===== config.mk =====
export PLATFORM = sky130hd
export DESIGN_NAME = pgt_bitmap
export DESIGN_NICKNAME = d
export VERILOG_FILES = /design/src/hdl/pgt_pkg.sv /design/src/hdl/pgt_bitmap.sv
export SDC_FILE = /design/constraint.sdc
export NUM_CORES = 2
export LEC_CHECK = 0
export BUFFER_PORTS_ARGS = -buffer_cell sky130_fd_sc_hd__buf_2
export CAP_MARGIN = 0
export CORE_MARGIN = 2
export CORE_UTILIZATION = 30
export CTS_BUF_LIST = sky130_fd_sc_hd__clkbuf_8
export DETAILED_ROUTE_END_ITERATION = 16
export GPL_TIMING_DRIVEN = 0
export PLACE_DENSITY = 0.52
export RECOVER_POWER = 50
export REMOVE_ABC_BUFFERS = 1
export SLEW_MARGIN = 20
export SYNTH_ARGS = -nofsm -noshare
export SYNTH_HDL_FRONTEND = slang
export SYNTH_SLANG_ARGS = --single-unit

===== constraint.sdc =====
create_clock -name clk -period 2.4 [get_ports clk]
set_input_delay 0.24 -clock clk [delete_from_list [all_inputs] [get_ports clk]]
set_output_delay 0.24 -clock clk [all_outputs]
set_load 0.02 [all_outputs]

===== src/hdl/pgt_pkg.sv =====
`timescale 1ns / 1ps
// ----------------------------------------------------------------------------
// pgt_pkg: shared types and constants for the packet gap tracker
// Payload structs, operation codes, bitmap geometry and sequencer states.
// ----------------------------------------------------------------------------
package pgt_pkg;

	localparam int MAX_PACKETS = 4096;
	localparam int MAX_GAPS    = 8;

	localparam int SEQ_W     = 32;
	localparam int CNT_W     = 13;
	localparam int GAP_W     = 12;
	localparam int ROW_W     = 32;
	localparam int ROWS      = MAX_PACKETS / ROW_W;
	localparam int ROW_AW    = $clog2(ROWS);
	localparam int COL_W     = $clog2(ROW_W);
	localparam int POS_W     = $clog2(MAX_PACKETS + 1);
	localparam int GAP_CNT_W = $clog2(MAX_GAPS + 1);

	localparam logic [CNT_W-1:0] TALLY_MAX = {CNT_W{1'b1}};

	localparam logic [1:0] OP_MARK   = 2'd0;
	localparam logic [1:0] OP_REPORT = 2'd1;
	localparam logic [1:0] OP_CLEAR  = 2'd2;

	typedef struct packed {
		logic [1:0]       operation;
		logic [SEQ_W-1:0] seq_number;
	} in_t;

	typedef struct packed {
		logic             gap_valid;
		logic [GAP_W-1:0] gap_first;
		logic [GAP_W-1:0] gap_end;
		logic [CNT_W-1:0] received_total;
		logic             last;
	} out_t;

	typedef struct packed {
		logic              clear;
		logic              rd_en;
		logic [ROW_AW-1:0] rd_row;
		logic              wr_en;
		logic [ROW_AW-1:0] wr_row;
		logic [ROW_W-1:0]  wr_data;
	} mem_req_t;

	typedef enum logic [2:0] {
		ST_IDLE,
		ST_MARK,
		ST_FETCH,
		ST_SCAN,
		ST_FINISH
	} state_t;

endpackage


===== src/hdl/pgt_bitmap.sv =====
`timescale 1ns / 1ps
// ----------------------------------------------------------------------------
// pgt_bitmap: receive bitmap storage
// Row memory with one registered read port, one write port and per-row valid
// flops; a row that is not valid reads as all zero.
// ----------------------------------------------------------------------------
module pgt_bitmap (
	input  logic                     clk,
	input  logic                     arst_n,
	input  pgt_pkg::mem_req_t        req,
	output logic [pgt_pkg::ROW_W-1:0] rd_data
);
	import pgt_pkg::*;

	logic [ROW_W-1:0] mem [ROWS];
	logic [ROW_W-1:0] rd_word_q;
	logic [ROWS-1:0]  row_valid_q;
	logic             rd_valid_q;

	always_ff @(posedge clk) begin
		if (req.wr_en) begin
			mem[req.wr_row] <= req.wr_data;
		end
		if (req.rd_en) begin
			rd_word_q <= mem[req.rd_row];
		end
	end

	always_ff @(posedge clk or negedge arst_n) begin
		if (!arst_n) begin
			row_valid_q <= '0;
			rd_valid_q  <= 1'b0;
		end else begin
			if (req.clear) begin
				row_valid_q <= '0;
			end else if (req.wr_en) begin
				row_valid_q[req.wr_row] <= 1'b1;
			end
			if (req.rd_en) begin
				rd_valid_q <= row_valid_q[req.rd_row];
			end
		end
	end

	assign rd_data = rd_valid_q ? rd_word_q : '0;

endmodule


==> qor.csv <==
stage,metric,value,unit
detailed_routing,WL met1,190000,µm
detailed_routing,routed wl met2,230400,µm
sta,min Tclk post-route,2728,ps
hold_path,hold path cells,3,
worst_setup_path,terminus of the critical flop-to-flop path,rd_word_q[14]$_DFFE_PP_,
grt,initial antenna violation count,49,
cells_and_area,layout cells sized above 1,36.02,%
cells_and_area,area delta synth->final,20.70,%
worst_setup_path,Slowest cell on crit path,nand3_2,
hold_path,WHS Endpoint,mem[31][31]$_DFFE_PP_,
worst_setup_path,"slowest stage delay, CP",910,ps
placement,DP HPWL,288200,µm
detailed_routing,Pre-Repair DR Iteration Count,5,
placement,number of port buffers,82,
detailed_routing,drt drc,0,
sta,Slew Limit Fails,867,
cells_and_area,final core occ,36.34,%
logic_synthesis,register area share after synthesis,78.73,%
sta,final setup fails,1331,
detailed_routing,Highest Signal Layer,met5,
cells_and_area,Finished Layout Cells,15340,
worst_setup_path,Register-to-Register Path Depth,4,
sta,worst slew pin tran,2258,ps
die,die height,737.8,µm
sta,period utilisation layout,113.7,%
sta,Slew HR,-50.56,%
worst_setup_path,Reg2Reg Launch Point,mem[119][14]$_DFFE_PP_,
worst_setup_path,CP Max Fanout,16,
detailed_routing,WL final,469700,µm
sta,Fmax,0.3666,GHz
detailed_routing,met3 WL post-DR,35870,µm
die,Die X,737.8,µm
die,IO Pins,83,
worst_setup_path,CP required,3300,ps
cts,Bufs on Longest Clock Path,4,
cts,CTS Buf Count,702,
die,Row Count,269,
detailed_routing,Vias/cell,5.053,
detailed_routing,Initial DRC Count,9389,
hold_path,Hold Startpoint,req[35],
detailed_routing,Via Count,77520,
sta,Post-Route Skew,65.68,ps
worst_setup_path,Crit path top cell by count,buf_12,
die,Initial Util,30.11,%
logic_synthesis,Synth Instances,6611,
power,Power Density,763.7,nW/µm²
worst_setup_path,Worst Setup End Kind,flip-flop,
power,peak supply drop,0.5561,mV
run,max cap viols,15,
logic_synthesis,Post-Syn Area,161500,µm²
sta,unrepaired setup endpoints after global routing,yes,
logic_synthesis,syn_area_per_cell,24.44,µm²
sta,Final Hold Viols,0,
logic_synthesis,synth warn,0,
die,total core area,536500,µm²
cts,clk sinks,4257,
cells_and_area,final net count,7637,
sta,TNS Setup,-108170,ps
cts,CTS clock-pin slew for the worst setup and hold paths,60,ps
sta,PnR worst setup slack,-327.8,ps
placement,Cells after DPL,13870,
cts,Max H-tree Level,6,
cts,CTS tree,done,
cts,Root Buffer,clkbuf_8,
grt,grt total ovfl,0,
grt,largest net degree at the start of global routing,112,
grt,number of global-route vias before repair,80340,
worst_setup_path,flop2flop setup slack,-20,ps
cells_and_area,Fillers,48570,
grt,GRT Overall Usage,16.89,%
worst_setup_path,crit path buf inv count,4,
grt,first-pass GRT wire length,644600,µm
die,die area,544400,µm²
detailed_routing,ANT nets after route,0,
power,P_leak,61.22,nW
cts,worst skew pair latency,1240,ps
worst_setup_path,CP Launch Type,input port,
worst_setup_path,Crit Path Category,input port to flip-flop,
outcome,outcome,"complete, but fails checks",
hold_path,hold crit path type,input port to flip-flop,
logic_synthesis,library cells used by synthesis,34,
outcome,failing checks,"capacitance limit, slew limit, setup timing",
placement,GPL Wtd Cong,0.7628,
worst_setup_path,worst path arrival time,3630,ps
worst_setup_path,CP Cell Sequence,dlygate4sd3_1 > clkbuf_1 > nor2_1 > nand3_2 > nor2_2 > buf_12 > buf_12,
logic_synthesis,"flops & latches, synth",4257,
worst_setup_path,crit-path leading delay family,simple AND/OR/NAND/NOR gates,
detailed_routing,Routed WL per cell,30.62,µm
==> tightest hold or removal path: cells and delay by family <==
kind          cells  cell delay [ps]
simple gates      2              610
buf+inv           1              170
==> final cells by class <==
type	instances	area, µm²	share of cell area [%]
antenna	21	52.55	0.02695
clock buffer	728	10020	5.139
clock inverter	528	2615	1.341
inverter	3	18.77	0.009626
multi-input combinational	2000	34800	17.85
sequential	4257	127200	65.23
tap	7181	8985	4.608
timing repair buffer	622	11300	5.798
==> layout by cell type, fill, tap and decap left out, drive strengths merged, types with 4 or more instances in the layout <==
cell type / instances
mux2i: 24
clkinvlp: 12
mux4: 1303
clkbuf: 804
dlygate4sd3: 78
bufinv: 7
nand3: 17
nor2b: 8
and2: 33
nand3b: 6
diode: 21
nor4: 32
nand2: 19
edfxtp: 4128
buf: 429
mux2: 4
nand2b: 4
inv: 293
or2: 5
o2111ai: 4
clkinv: 219
nand4: 4
a22oi: 7
o22ai: 128
dfrtp: 129
nor2: 386
bufbuf: 38
or3: 4
==> flip-flops by register name (all words and copies together) (netlist names) <==
| name | count |
|---|---|
| mem | 4096 |
| rd_valid_q | 1 |
| rd_word_q | 32 |
| row_valid_q | 128 |
==> synth_stat cells, drive strengths merged <==
master / instances / share of area [%]
and2: 33 / 0.13
nand4: 4 / 0.015
edfxtp: 4128 / 77
or3: 3 / 0.012
o22ai: 128 / 0.50
clkbuf: 194 / 0.45
inv: 3 / 0.0070
nor4: 32 / 0.12
o2111ai: 4 / 0.022
mux2i: 24 / 0.15
mux4: 1303 / 18
or2: 5 / 0.019
nand2b: 4 / 0.015
buf: 158 / 0.50
a311o: 1 / 0.0062
o31ai: 1 / 0.0046
a21o: 1 / 0.0046
dfrtp: 129 / 2.0
a21oi: 3 / 0.0093
a22oi: 7 / 0.033
o21ba: 3 / 0.019
a211oi: 1 / 0.0046
nor2b: 8 / 0.031
nand2: 19 / 0.044
nand3b: 6 / 0.028
o2bb2ai: 1 / 0.0054
nand3: 17 / 0.053
mux2: 4 / 0.028
or3b: 1 / 0.0054
nor2: 386 / 0.90
==> metal layers <==
metal / up-vias / track usage, %
met2: 3181 / 28.05
li1: 30730 / -
met5: - / 0
met1: 42910 / 22.82
met4: 24 / 4.862
met3: 674 / 3.010
==> kinds of logic (layout without fill, tap and decap cells) <==
group / after synthesis / after routing / share of synthesized area (%)
compound gates: 150 / 150 / 0.6033
mux: 1331 / 1331 / 18.34
other cells: 0 / 21 / 0
flops: 4257 / 4257 / 78.73
simple gates: 518 / 519 / 1.372
buf+inv: 355 / 1881 / 0.9534
==> per-stage QoR <==
stage               instance area (µm²)  hold WS, ps  total power, mW  worst slack (ps)
floorplan                        160000       -55.59            86.60             -3774
finish                           195000        25.60            148.9            -327.8
CTS                              195500        2.682            150.5            -335.9
global route                     194900      -0.4359            153.8            -331.6
detailed placement               179400        142.0            91.37             -3390
global placement                 169400        473.9            95.26            -35060
==> report_power, final <==
group	internal (mW)	total [mW]	switching [mW]	leakage [nW]
clock network	29.0	58.3	29.3	7.39
logic	3.40	8.61	5.21	14.9
registers	82.0	82.0	0.0842	38.9
total	114	149	34.6	61.2
==> how the worst max path moves through the flow <==
stage | endpoint | slack [ps] | cells past startpoint | from
6_report | mem[65][10]$_DFFE_PP_ | -330 | 7 | req[33]
4_1_cts | rd_data[31] | -340 | 4 | rd_valid_q$_DFFE_PN0P_
3_5_place_dp | rd_word_q[7]$_DFFE_PP_ | -3390 | 10 | req[40]
3_3_place_gp | rd_word_q[19]$_DFFE_PP_ | -35060 | 5 | req[40]
2_1_floorplan | rd_word_q[0]$_DFFE_PP_ | -3770 | 4 | req[44]
5_1_grt | rd_data[10] | -330 | 3 | rd_valid_q$_DFFE_PN0P_
==> timing repair <==
| item | 4_1_cts | 5_1_grt |
|---|---|---|
| pin swaps | 19 | 43 |
| cloned | 45 | 6 |
| endpoints found under the hold margin | 5111 | 0 |
| setup buffers | 5 | 46 |
| setup endpoints to repair | 65 | 479 |
| hold buffers | 88 | 0 |
| gates resized for setup | 193 | 31 |
No activity file was read; power rests on OpenSTA's default activity.
