$ cat config.mk
export PLATFORM = sky130hd
export DESIGN_NAME = pgt_ctrl
export DESIGN_NICKNAME = d
export VERILOG_FILES = /design/src/hdl/pgt_pkg.sv /design/src/hdl/pgt_ctrl.sv
export SDC_FILE = /design/constraint.sdc
export NUM_CORES = 1
export LEC_CHECK = 0
export ABC_AREA = 1
export BUFFER_PORTS_ARGS = -buffer_cell sky130_fd_sc_hd__clkbuf_2
export CAP_MARGIN = 5
export CORE_MARGIN = 10
export CORE_UTILIZATION = 30
export CTS_CLUSTER_DIAMETER = 30
export DETAILED_ROUTE_END_ITERATION = 16
export GPL_TIMING_DRIVEN = 0
export PLACE_DENSITY_LB_ADDON = 0.1
export SYNTH_ARGS = -nofsm -noshare
export SYNTH_HDL_FRONTEND = slang
export SYNTH_SLANG_ARGS = --single-unit
$ cat constraint.sdc
create_clock -name clk -period 2.7 [get_ports clk]
set_clock_uncertainty 0.15 [all_clocks]
set_input_delay 0.54 -clock clk [delete_from_list [all_inputs] [get_ports clk]]
set_output_delay 0.54 -clock clk [all_outputs]
set_load 0.02 [all_outputs]
$ cat src/hdl/pgt_pkg.sv
`timescale 1ns / 1ps
// ----------------------------------------------------------------------------
// pgt_pkg: shared types and constants for the packet gap tracker
// Payload structs, operation codes, bitmap geometry and sequencer states.
// ----------------------------------------------------------------------------
package pgt_pkg;

	localparam int MAX_PACKETS = 4096;
	localparam int MAX_GAPS    = 8;

	localparam int SEQ_W     = 32;
	localparam int CNT_W     = 13;
	localparam int GAP_W     = 12;
	localparam int ROW_W     = 32;
	localparam int ROWS      = MAX_PACKETS / ROW_W;
	localparam int ROW_AW    = $clog2(ROWS);
	localparam int COL_W     = $clog2(ROW_W);
	localparam int POS_W     = $clog2(MAX_PACKETS + 1);
	localparam int GAP_CNT_W = $clog2(MAX_GAPS + 1);

	localparam logic [CNT_W-1:0] TALLY_MAX = {CNT_W{1'b1}};

	localparam logic [1:0] OP_MARK   = 2'd0;
	localparam logic [1:0] OP_REPORT = 2'd1;
	localparam logic [1:0] OP_CLEAR  = 2'd2;

	typedef struct packed {
		logic [1:0]       operation;
		logic [SEQ_W-1:0] seq_number;
	} in_t;

	typedef struct packed {
		logic             gap_valid;
		logic [GAP_W-1:0] gap_first;
		logic [GAP_W-1:0] gap_end;
		logic [CNT_W-1:0] received_total;
		logic             last;
	} out_t;

	typedef struct packed {
		logic              clear;
		logic              rd_en;
		logic [ROW_AW-1:0] rd_row;
		logic              wr_en;
		logic [ROW_AW-1:0] wr_row;
		logic [ROW_W-1:0]  wr_data;
	} mem_req_t;

	typedef enum logic [2:0] {
		ST_IDLE,
		ST_MARK,
		ST_FETCH,
		ST_SCAN,
		ST_FINISH
	} state_t;

endpackage

$ cat src/hdl/pgt_ctrl.sv
`timescale 1ns / 1ps
// ----------------------------------------------------------------------------
// pgt_ctrl: sequencer and bit-serial scan unit
// Runs mark read-modify-write, clear and the report scan; keeps the tally.
// ----------------------------------------------------------------------------
module pgt_ctrl (
	input  logic                      clk,
	input  logic                      arst_n,
	input  logic                      in_valid,
	output logic                      in_ready,
	input  pgt_pkg::in_t              in_data,
	input  logic [pgt_pkg::POS_W-1:0] active_n,
	input  logic                      cfg_clear,
	output pgt_pkg::mem_req_t         req,
	input  logic [pgt_pkg::ROW_W-1:0] rd_data,
	input  logic                      slot_free,
	output logic                      res_valid,
	output pgt_pkg::out_t             res
);
	import pgt_pkg::*;

	state_t state_q, state_d;

	logic [POS_W-1:0]     pos_q;
	logic [GAP_W-1:0]     start_q;
	logic                 in_gap_q;
	logic                 pend_q;
	logic [GAP_W-1:0]     pend_start_q;
	logic [GAP_W-1:0]     pend_end_q;
	logic [GAP_CNT_W-1:0] gaps_q;
	logic [CNT_W-1:0]     tally_q;
	logic [ROW_AW-1:0]    row_q;
	logic [COL_W-1:0]     col_q;

	logic             accept;
	logic             in_range;
	logic             bit_now;
	logic             at_end;
	logic             close;
	logic             stall;
	logic             full;
	logic             mark_bit;
	logic [POS_W-1:0] pos_m1;

	assign accept   = in_valid && in_ready;
	assign in_range = in_data.seq_number < {{(SEQ_W-POS_W){1'b0}}, active_n};
	assign bit_now  = rd_data[pos_q[COL_W-1:0]];
	assign at_end   = pos_q == active_n;
	assign close    = in_gap_q && (at_end || bit_now);
	assign stall    = close && pend_q && !slot_free;
	assign full     = (gaps_q + 1'b1) == GAP_CNT_W'(MAX_GAPS);
	assign mark_bit = rd_data[col_q];
	assign pos_m1   = pos_q - POS_W'(1);

	// next state
	always_comb begin
		state_d = state_q;
		unique case (state_q)
			ST_IDLE: begin
				if (accept) begin
					if (in_data.operation == OP_MARK && in_range) begin
						state_d = ST_MARK;
					end else if (in_data.operation == OP_REPORT) begin
						state_d = ST_FETCH;
					end
				end
			end
			ST_MARK:  state_d = ST_IDLE;
			ST_FETCH: state_d = ST_SCAN;
			ST_SCAN: begin
				if (!stall) begin
					priority if (at_end || (close && full)) begin
						state_d = ST_FINISH;
					end else if (pos_q[COL_W-1:0] == {COL_W{1'b1}}) begin
						state_d = ST_FETCH;
					end else begin
						state_d = ST_SCAN;
					end
				end
			end
			ST_FINISH: begin
				if (slot_free) begin
					state_d = ST_IDLE;
				end
			end
			default: state_d = ST_IDLE;
		endcase
	end

	// outputs
	always_comb begin
		in_ready    = 1'b0;
		req         = '0;
		req.rd_row  = in_data.seq_number[COL_W +: ROW_AW];
		req.wr_row  = row_q;
		req.wr_data = rd_data | (ROW_W'(1) << col_q);
		req.clear   = cfg_clear;
		res_valid   = 1'b0;
		res.gap_valid      = 1'b1;
		res.gap_first      = pend_start_q;
		res.gap_end        = pend_end_q;
		res.received_total = tally_q;
		res.last           = 1'b0;
		unique case (state_q)
			ST_IDLE: begin
				in_ready  = 1'b1;
				req.rd_en = accept && in_data.operation == OP_MARK && in_range;
				if (accept && in_data.operation == OP_CLEAR) begin
					req.clear = 1'b1;
				end
			end
			ST_MARK: begin
				req.wr_en = !mark_bit;
			end
			ST_FETCH: begin
				req.rd_en  = 1'b1;
				req.rd_row = pos_q[COL_W +: ROW_AW];
			end
			ST_SCAN: begin
				res_valid = close && pend_q && slot_free;
			end
			ST_FINISH: begin
				res_valid     = slot_free;
				res.gap_valid = pend_q;
				res.gap_first = pend_q ? pend_start_q : '0;
				res.gap_end   = pend_q ? pend_end_q : '0;
				res.last      = 1'b1;
			end
			default: ;
		endcase
	end

	always_ff @(posedge clk or negedge arst_n) begin
		if (!arst_n) begin
			state_q  <= ST_IDLE;
			tally_q  <= '0;
			in_gap_q <= 1'b0;
			pend_q   <= 1'b0;
			gaps_q   <= '0;
			pos_q    <= '0;
		end else begin
			state_q <= state_d;
			if (cfg_clear || (accept && in_data.operation == OP_CLEAR)) begin
				tally_q <= '0;
			end else if (state_q == ST_MARK && !mark_bit && tally_q != TALLY_MAX) begin
				tally_q <= tally_q + 1'b1;
			end
			if (accept && in_data.operation == OP_REPORT) begin
				pos_q    <= '0;
				in_gap_q <= 1'b0;
				pend_q   <= 1'b0;
				gaps_q   <= '0;
			end else if (state_q == ST_SCAN && !stall) begin
				if (close) begin
					pend_q   <= 1'b1;
					in_gap_q <= 1'b0;
					gaps_q   <= gaps_q + 1'b1;
				end else if (!at_end && !bit_now) begin
					in_gap_q <= 1'b1;
				end
				if (!at_end) begin
					pos_q <= pos_q + 1'b1;
				end
			end
		end
	end

	always_ff @(posedge clk) begin
		if (accept) begin
			row_q <= in_data.seq_number[COL_W +: ROW_AW];
			col_q <= in_data.seq_number[COL_W-1:0];
		end
		if (state_q == ST_SCAN && !stall) begin
			if (close) begin
				pend_start_q <= start_q;
				pend_end_q   <= pos_m1[GAP_W-1:0];
			end else if (!at_end && !in_gap_q && !bit_now) begin
				start_q <= pos_q[GAP_W-1:0];
			end
		end
	end

endmodule
==> results.rst <==
.. list-table::
   :header-rows: 1

   * - Metric
     - Value
   * - Status
     - finished, violations left
   * - Violations in the final reports
     - negative setup slack
   * - Combinational family with the most area after synthesis
     - simple AND/OR/NAND/NOR gates
   * - Largest net degree at the start of global routing
     - 36
   * - Total Neg Setup Slack
     - -1080 ps
   * - Antenna violations before repair
     - 0
   * - Hold buffer count at CTS
     - 0
   * - Depth of the critical timing path with buffers and inverters included
     - 16
   * - Distinct cell type count of the synthesized netlist
     - 41
   * - Initial detailed-routing violation count
     - ~350
   * - Number of buffers on the longest clock path
     - 2
   * - Number of port buffers
     - ~170
   * - Final Hold Viols
     - 0
   * - Final-report setup violation count
     - 14
   * - Transition time of the tightest slew-check pin
     - about 940 ps
   * - Fin crit period
     - 2950 ps
   * - Row count
     - 50
   * - Synthesized flop and latch total
     - 83
   * - Max-Slew Margin vs Limit
     - 0.372
   * - Detailed Place HPWL
     - 15.9 mm
   * - Critical-path cell list
     - buf_12, buf_16, nand2_2, nand3_2, nand2_2, nand2_1, nand2_1, inv_1, nand2_1, nand2_2, nand3_4, nand2_4, nor2_4, nand2_2, a21oi_2, clkbuf_8
   * - Routed wire per std cell
     - 16.7 um
   * - Number of vias per cell after detailed routing
     - approximately 4.8
   * - Leakage
     - ~4.0 nW
   * - Fraction of layout instances using a drive strength above 1
     - 0.341
   * - Final worst-path setup slack
     - -254 ps
   * - Met3 Routed Length
     - between 1 and 1.5 mm
   * - Global route total overflow
     - 0
   * - Startpoint Class
     - flip-flop
   * - Overall die height
     - about 160 um
   * - WL met1
     - roughly 9 mm
   * - CP bufs+invs
     - 4
   * - Power density over the cells
     - a little over 700 nW/um2
   * - Post-synth net total
     - approximately 890
   * - Clock latency on the worst-skew pair
     - 350 ps
   * - Compound-cell area share of the yosys netlist
     - 0.0803
   * - Via count of the first global-routing pass
     - around 5,700
   * - Synth async-reset ratio
     - 0.422
   * - Family of cells with the greatest summed delay on the critical path
     - simple AND/OR/NAND/NOR gates
   * - WL final
     - 20.9 mm
   * - Syn avg cell area
     - slightly above 7 um2
   * - DIE AREA
     - approximately 25,000 um2
   * - Final Util
     - 0.428
   * - Cell Int Power
     - roughly 0.0034 W
   * - Combinational share of power
     - 0.463
   * - H-tree lvl count
     - 3
   * - Post-synthesis share of cell area spent on xor and xnor gates
     - 0.0384
   * - Wire length on met2
     - approximately 10 mm
   * - Flop pwr share
     - 0.296
   * - Fraction of synthesized area in multiplexers
     - 0
   * - Starting utilization of the core area
     - 0.305
   * - Master of the slowest instance on the critical path
     - sky130_fd_sc_hd__dfrtp_2
   * - Top cell type by total area after synthesis
     - sky130_fd_sc_hd__edfxtp_1
   * - Basic-gate share of the synthesized area counting and, or, nand and nor cells
     - 0.330
   * - All-layer global routing usage
     - 0.162
   * - Net switching share of the total power
     - 0.406
   * - Remaining antenna violation count after routing
     - 0
   * - Top Ports
     - approximately 170
   * - Synthesized instance count
     - a little under 800
   * - CTS tree
     - done
   * - Element type at the critical path end
     - output pin
   * - Final weighted congestion of routability-driven global placement
     - 0.882
   * - Share of Yosys cell area claimed by the top area cell type
     - 0.253
   * - Filler cells
     - 1,983
   * - Worst-path clk slew
     - approximately 70 ps
   * - Maximum Capacitance Violations
     - 0
   * - Worst voltage drop across the vdd grid
     - 0.000320 V
   * - Total number of vias
     - 6,018
   * - Class of the worst hold path
     - input pin to asynchronous set/reset pin
   * - Worst Hold Slack
     - 171 ps
   * - Sequential share of the synthesized area
     - 0.406
   * - Final max-slew violation count
     - 0
   * - Antenna diode count
     - 0
   * - Drt pass-1 iters
     - 5
   * - Critical path class
     - flip-flop to output pin
   * - Floorplan Core Area
     - 18,700 um2
   * - RSZ-0062 raised after global routing
     - yes
   * - Ratio of final minimum period to clock period
     - 1.09
   * - Overall die width
     - between 150 and 200 um
   * - Commonest non-fill, non-tap cell in the layout
     - sky130_fd_sc_hd__nand2_1
   * - Clock network fraction of design power
     - 0.241
   * - Net count, final
     - 1,119
   * - Net switching power of the design
     - between 0.002 and 0.0025 W
   * - Largest stage delay on the critical path
     - between 400 and 500 ps
   * - Clock Root Buffer
     - sky130_fd_sc_hd__clkbuf_16
   * - Largest fanout of any net on the critical path
     - 5
   * - Arrival time worst endpoint
     - around 2300 ps
   * - Post-Syn Area
     - approximately 5700 um2
   * - Final routed DRC violation total
     - 0
   * - Wire length of the first global-routing pass
     - roughly 31 mm
   * - TritonCTS buffer count
     - 9
   * - Setup slack of the most critical reg-to-reg path
     - -80 ps
   * - Flip-flop cell with the highest count after synthesis
     - sky130_fd_sc_hd__edfxtp_1
   * - Post-synthesis share of cell area spent on full adders, half adders and majority gates
     - 0.0395
   * - Top layer in use
     - met4
   * - Depth of the most critical reg-to-reg path
     - 18
   * - Post-synth EDFFs
     - 48
   * - Placed insts
     - around 1,200
   * - Most used cells in the layout excluding fill and tap cells
     - sky130_fd_sc_hd__nand2_1 (190), sky130_fd_sc_hd__clkbuf_2 (173), sky130_fd_sc_hd__inv_1 (107)
   * - Achievable Freq
     - 339 MHz
   * - Clock net sink count
     - 83
   * - Yosys warns
     - 0
   * - Count of non-filler cells in the finished layout
     - around 1,300
   * - Cell types with the largest area share after synthesis
     - sky130_fd_sc_hd__edfxtp_1 (25%), sky130_fd_sc_hd__dfrtp_1 (15%), sky130_fd_sc_hd__nand2_1 (14%), sky130_fd_sc_hd__nand3_1 (7.6%), sky130_fd_sc_hd__inv_1 (7.3%)
   * - Required time at the endpoint of the critical path
     - about 2000 ps
   * - Most common cell type on the critical path
     - sky130_fd_sc_hd__nand2_2
   * - Area growth from synthesis to final layout
     - 40.4%
## worst paths after layout
path,endpoint,startpoint
setup / recovery,res_valid,pos_q[0]
hold reg to reg,pend_start_q[4],start_q[4]
max in group asynchronous,pos_q[3],arst_n
setup reg to reg,start_q[0],pos_q[0]
hold / removal,gaps_q[1],arst_n
min in group clk,col_q[2],in_data[2]
## stage by stage
step | power, W | instance area [um2] | worst slack, ps
floorplan | 0.00299 | 5700 | 98.9
global placement | 0.00370 | 6860 | -515
detailed placement | 0.00369 | 6860 | -535
CTS | 0.00547 | 7510 | -302
global route | 0.00613 | 8000 | -388
finish | 0.00578 | 8000 | -254
## cells in the mapped netlist, drive strengths merged, types with 8 or more instances
cell type,number
edfxtp,48
inv,121
nand2,218
dfrtp,35
clkbuf,11
nand4,11
nand3,90
nor2,71
nor4,8
nor3,13
xor2,23
ha,18
buf,17
a21oi,25
o21ai,53
## layer usage
layer / vias to the layer above / track usage
met5: - / 0
met4: 0 / 0.0512
met3: 32 / 0.0429
met2: 163 / 0.261
met1: 2793 / 0.207
li1: 3030 / -
## state kept, by name, summed over array words and instances (netlist names), 4 cells and up
name / flops
row_q: 7
tally_q: 13
start_q: 12
col_q: 5
pend_end_q: 12
pend_start_q: 12
pos_q: 13
gaps_q: 4
## layout make-up
class / count / area (um2) / area share
clock inverters: 7 / 104 / 0.0130
inverters: 124 / 498 / 0.0622
plain buffers: 26 / 193 / 0.0241
multi-input cells: 556 / 3070 / 0.384
repair buffers: 217 / 1300 / 0.162
flip-flops and latches: 83 / 2320 / 0.290
well taps: 234 / 293 / 0.0366
clock buffers: 9 / 225 / 0.0281
## power by group through the flow
stage	registers (W)	logic (W)	clock network (W)
after global placement	0.00170	0.00200	0
after floorplan	0.00169	0.00129	0
after global routing	0.00173	0.00292	0.00147
final	0.00171	0.00268	0.00139
after detailed placement	0.00170	0.00199	0
after CTS	0.00170	0.00235	0.00143
## logic make-up after synthesis
logic type / after synthesis
AO/OA/AOI/OAI: 87
XOR/XNOR: 25
adder cells (fa/ha/maj): 18
buffers and inverters: 152
flip-flops: 83
AND/OR/NAND/NOR: 426
## repair_timing
item | in CTS | in global routing
resized for setup | 57 | 90
cloned | 2 | 2
setup endpoints to repair | 81 | 92
setup buffers | 16 | 24
pin swaps | 9 | 33
Note: power is estimated with default switching activity, not from simulation.
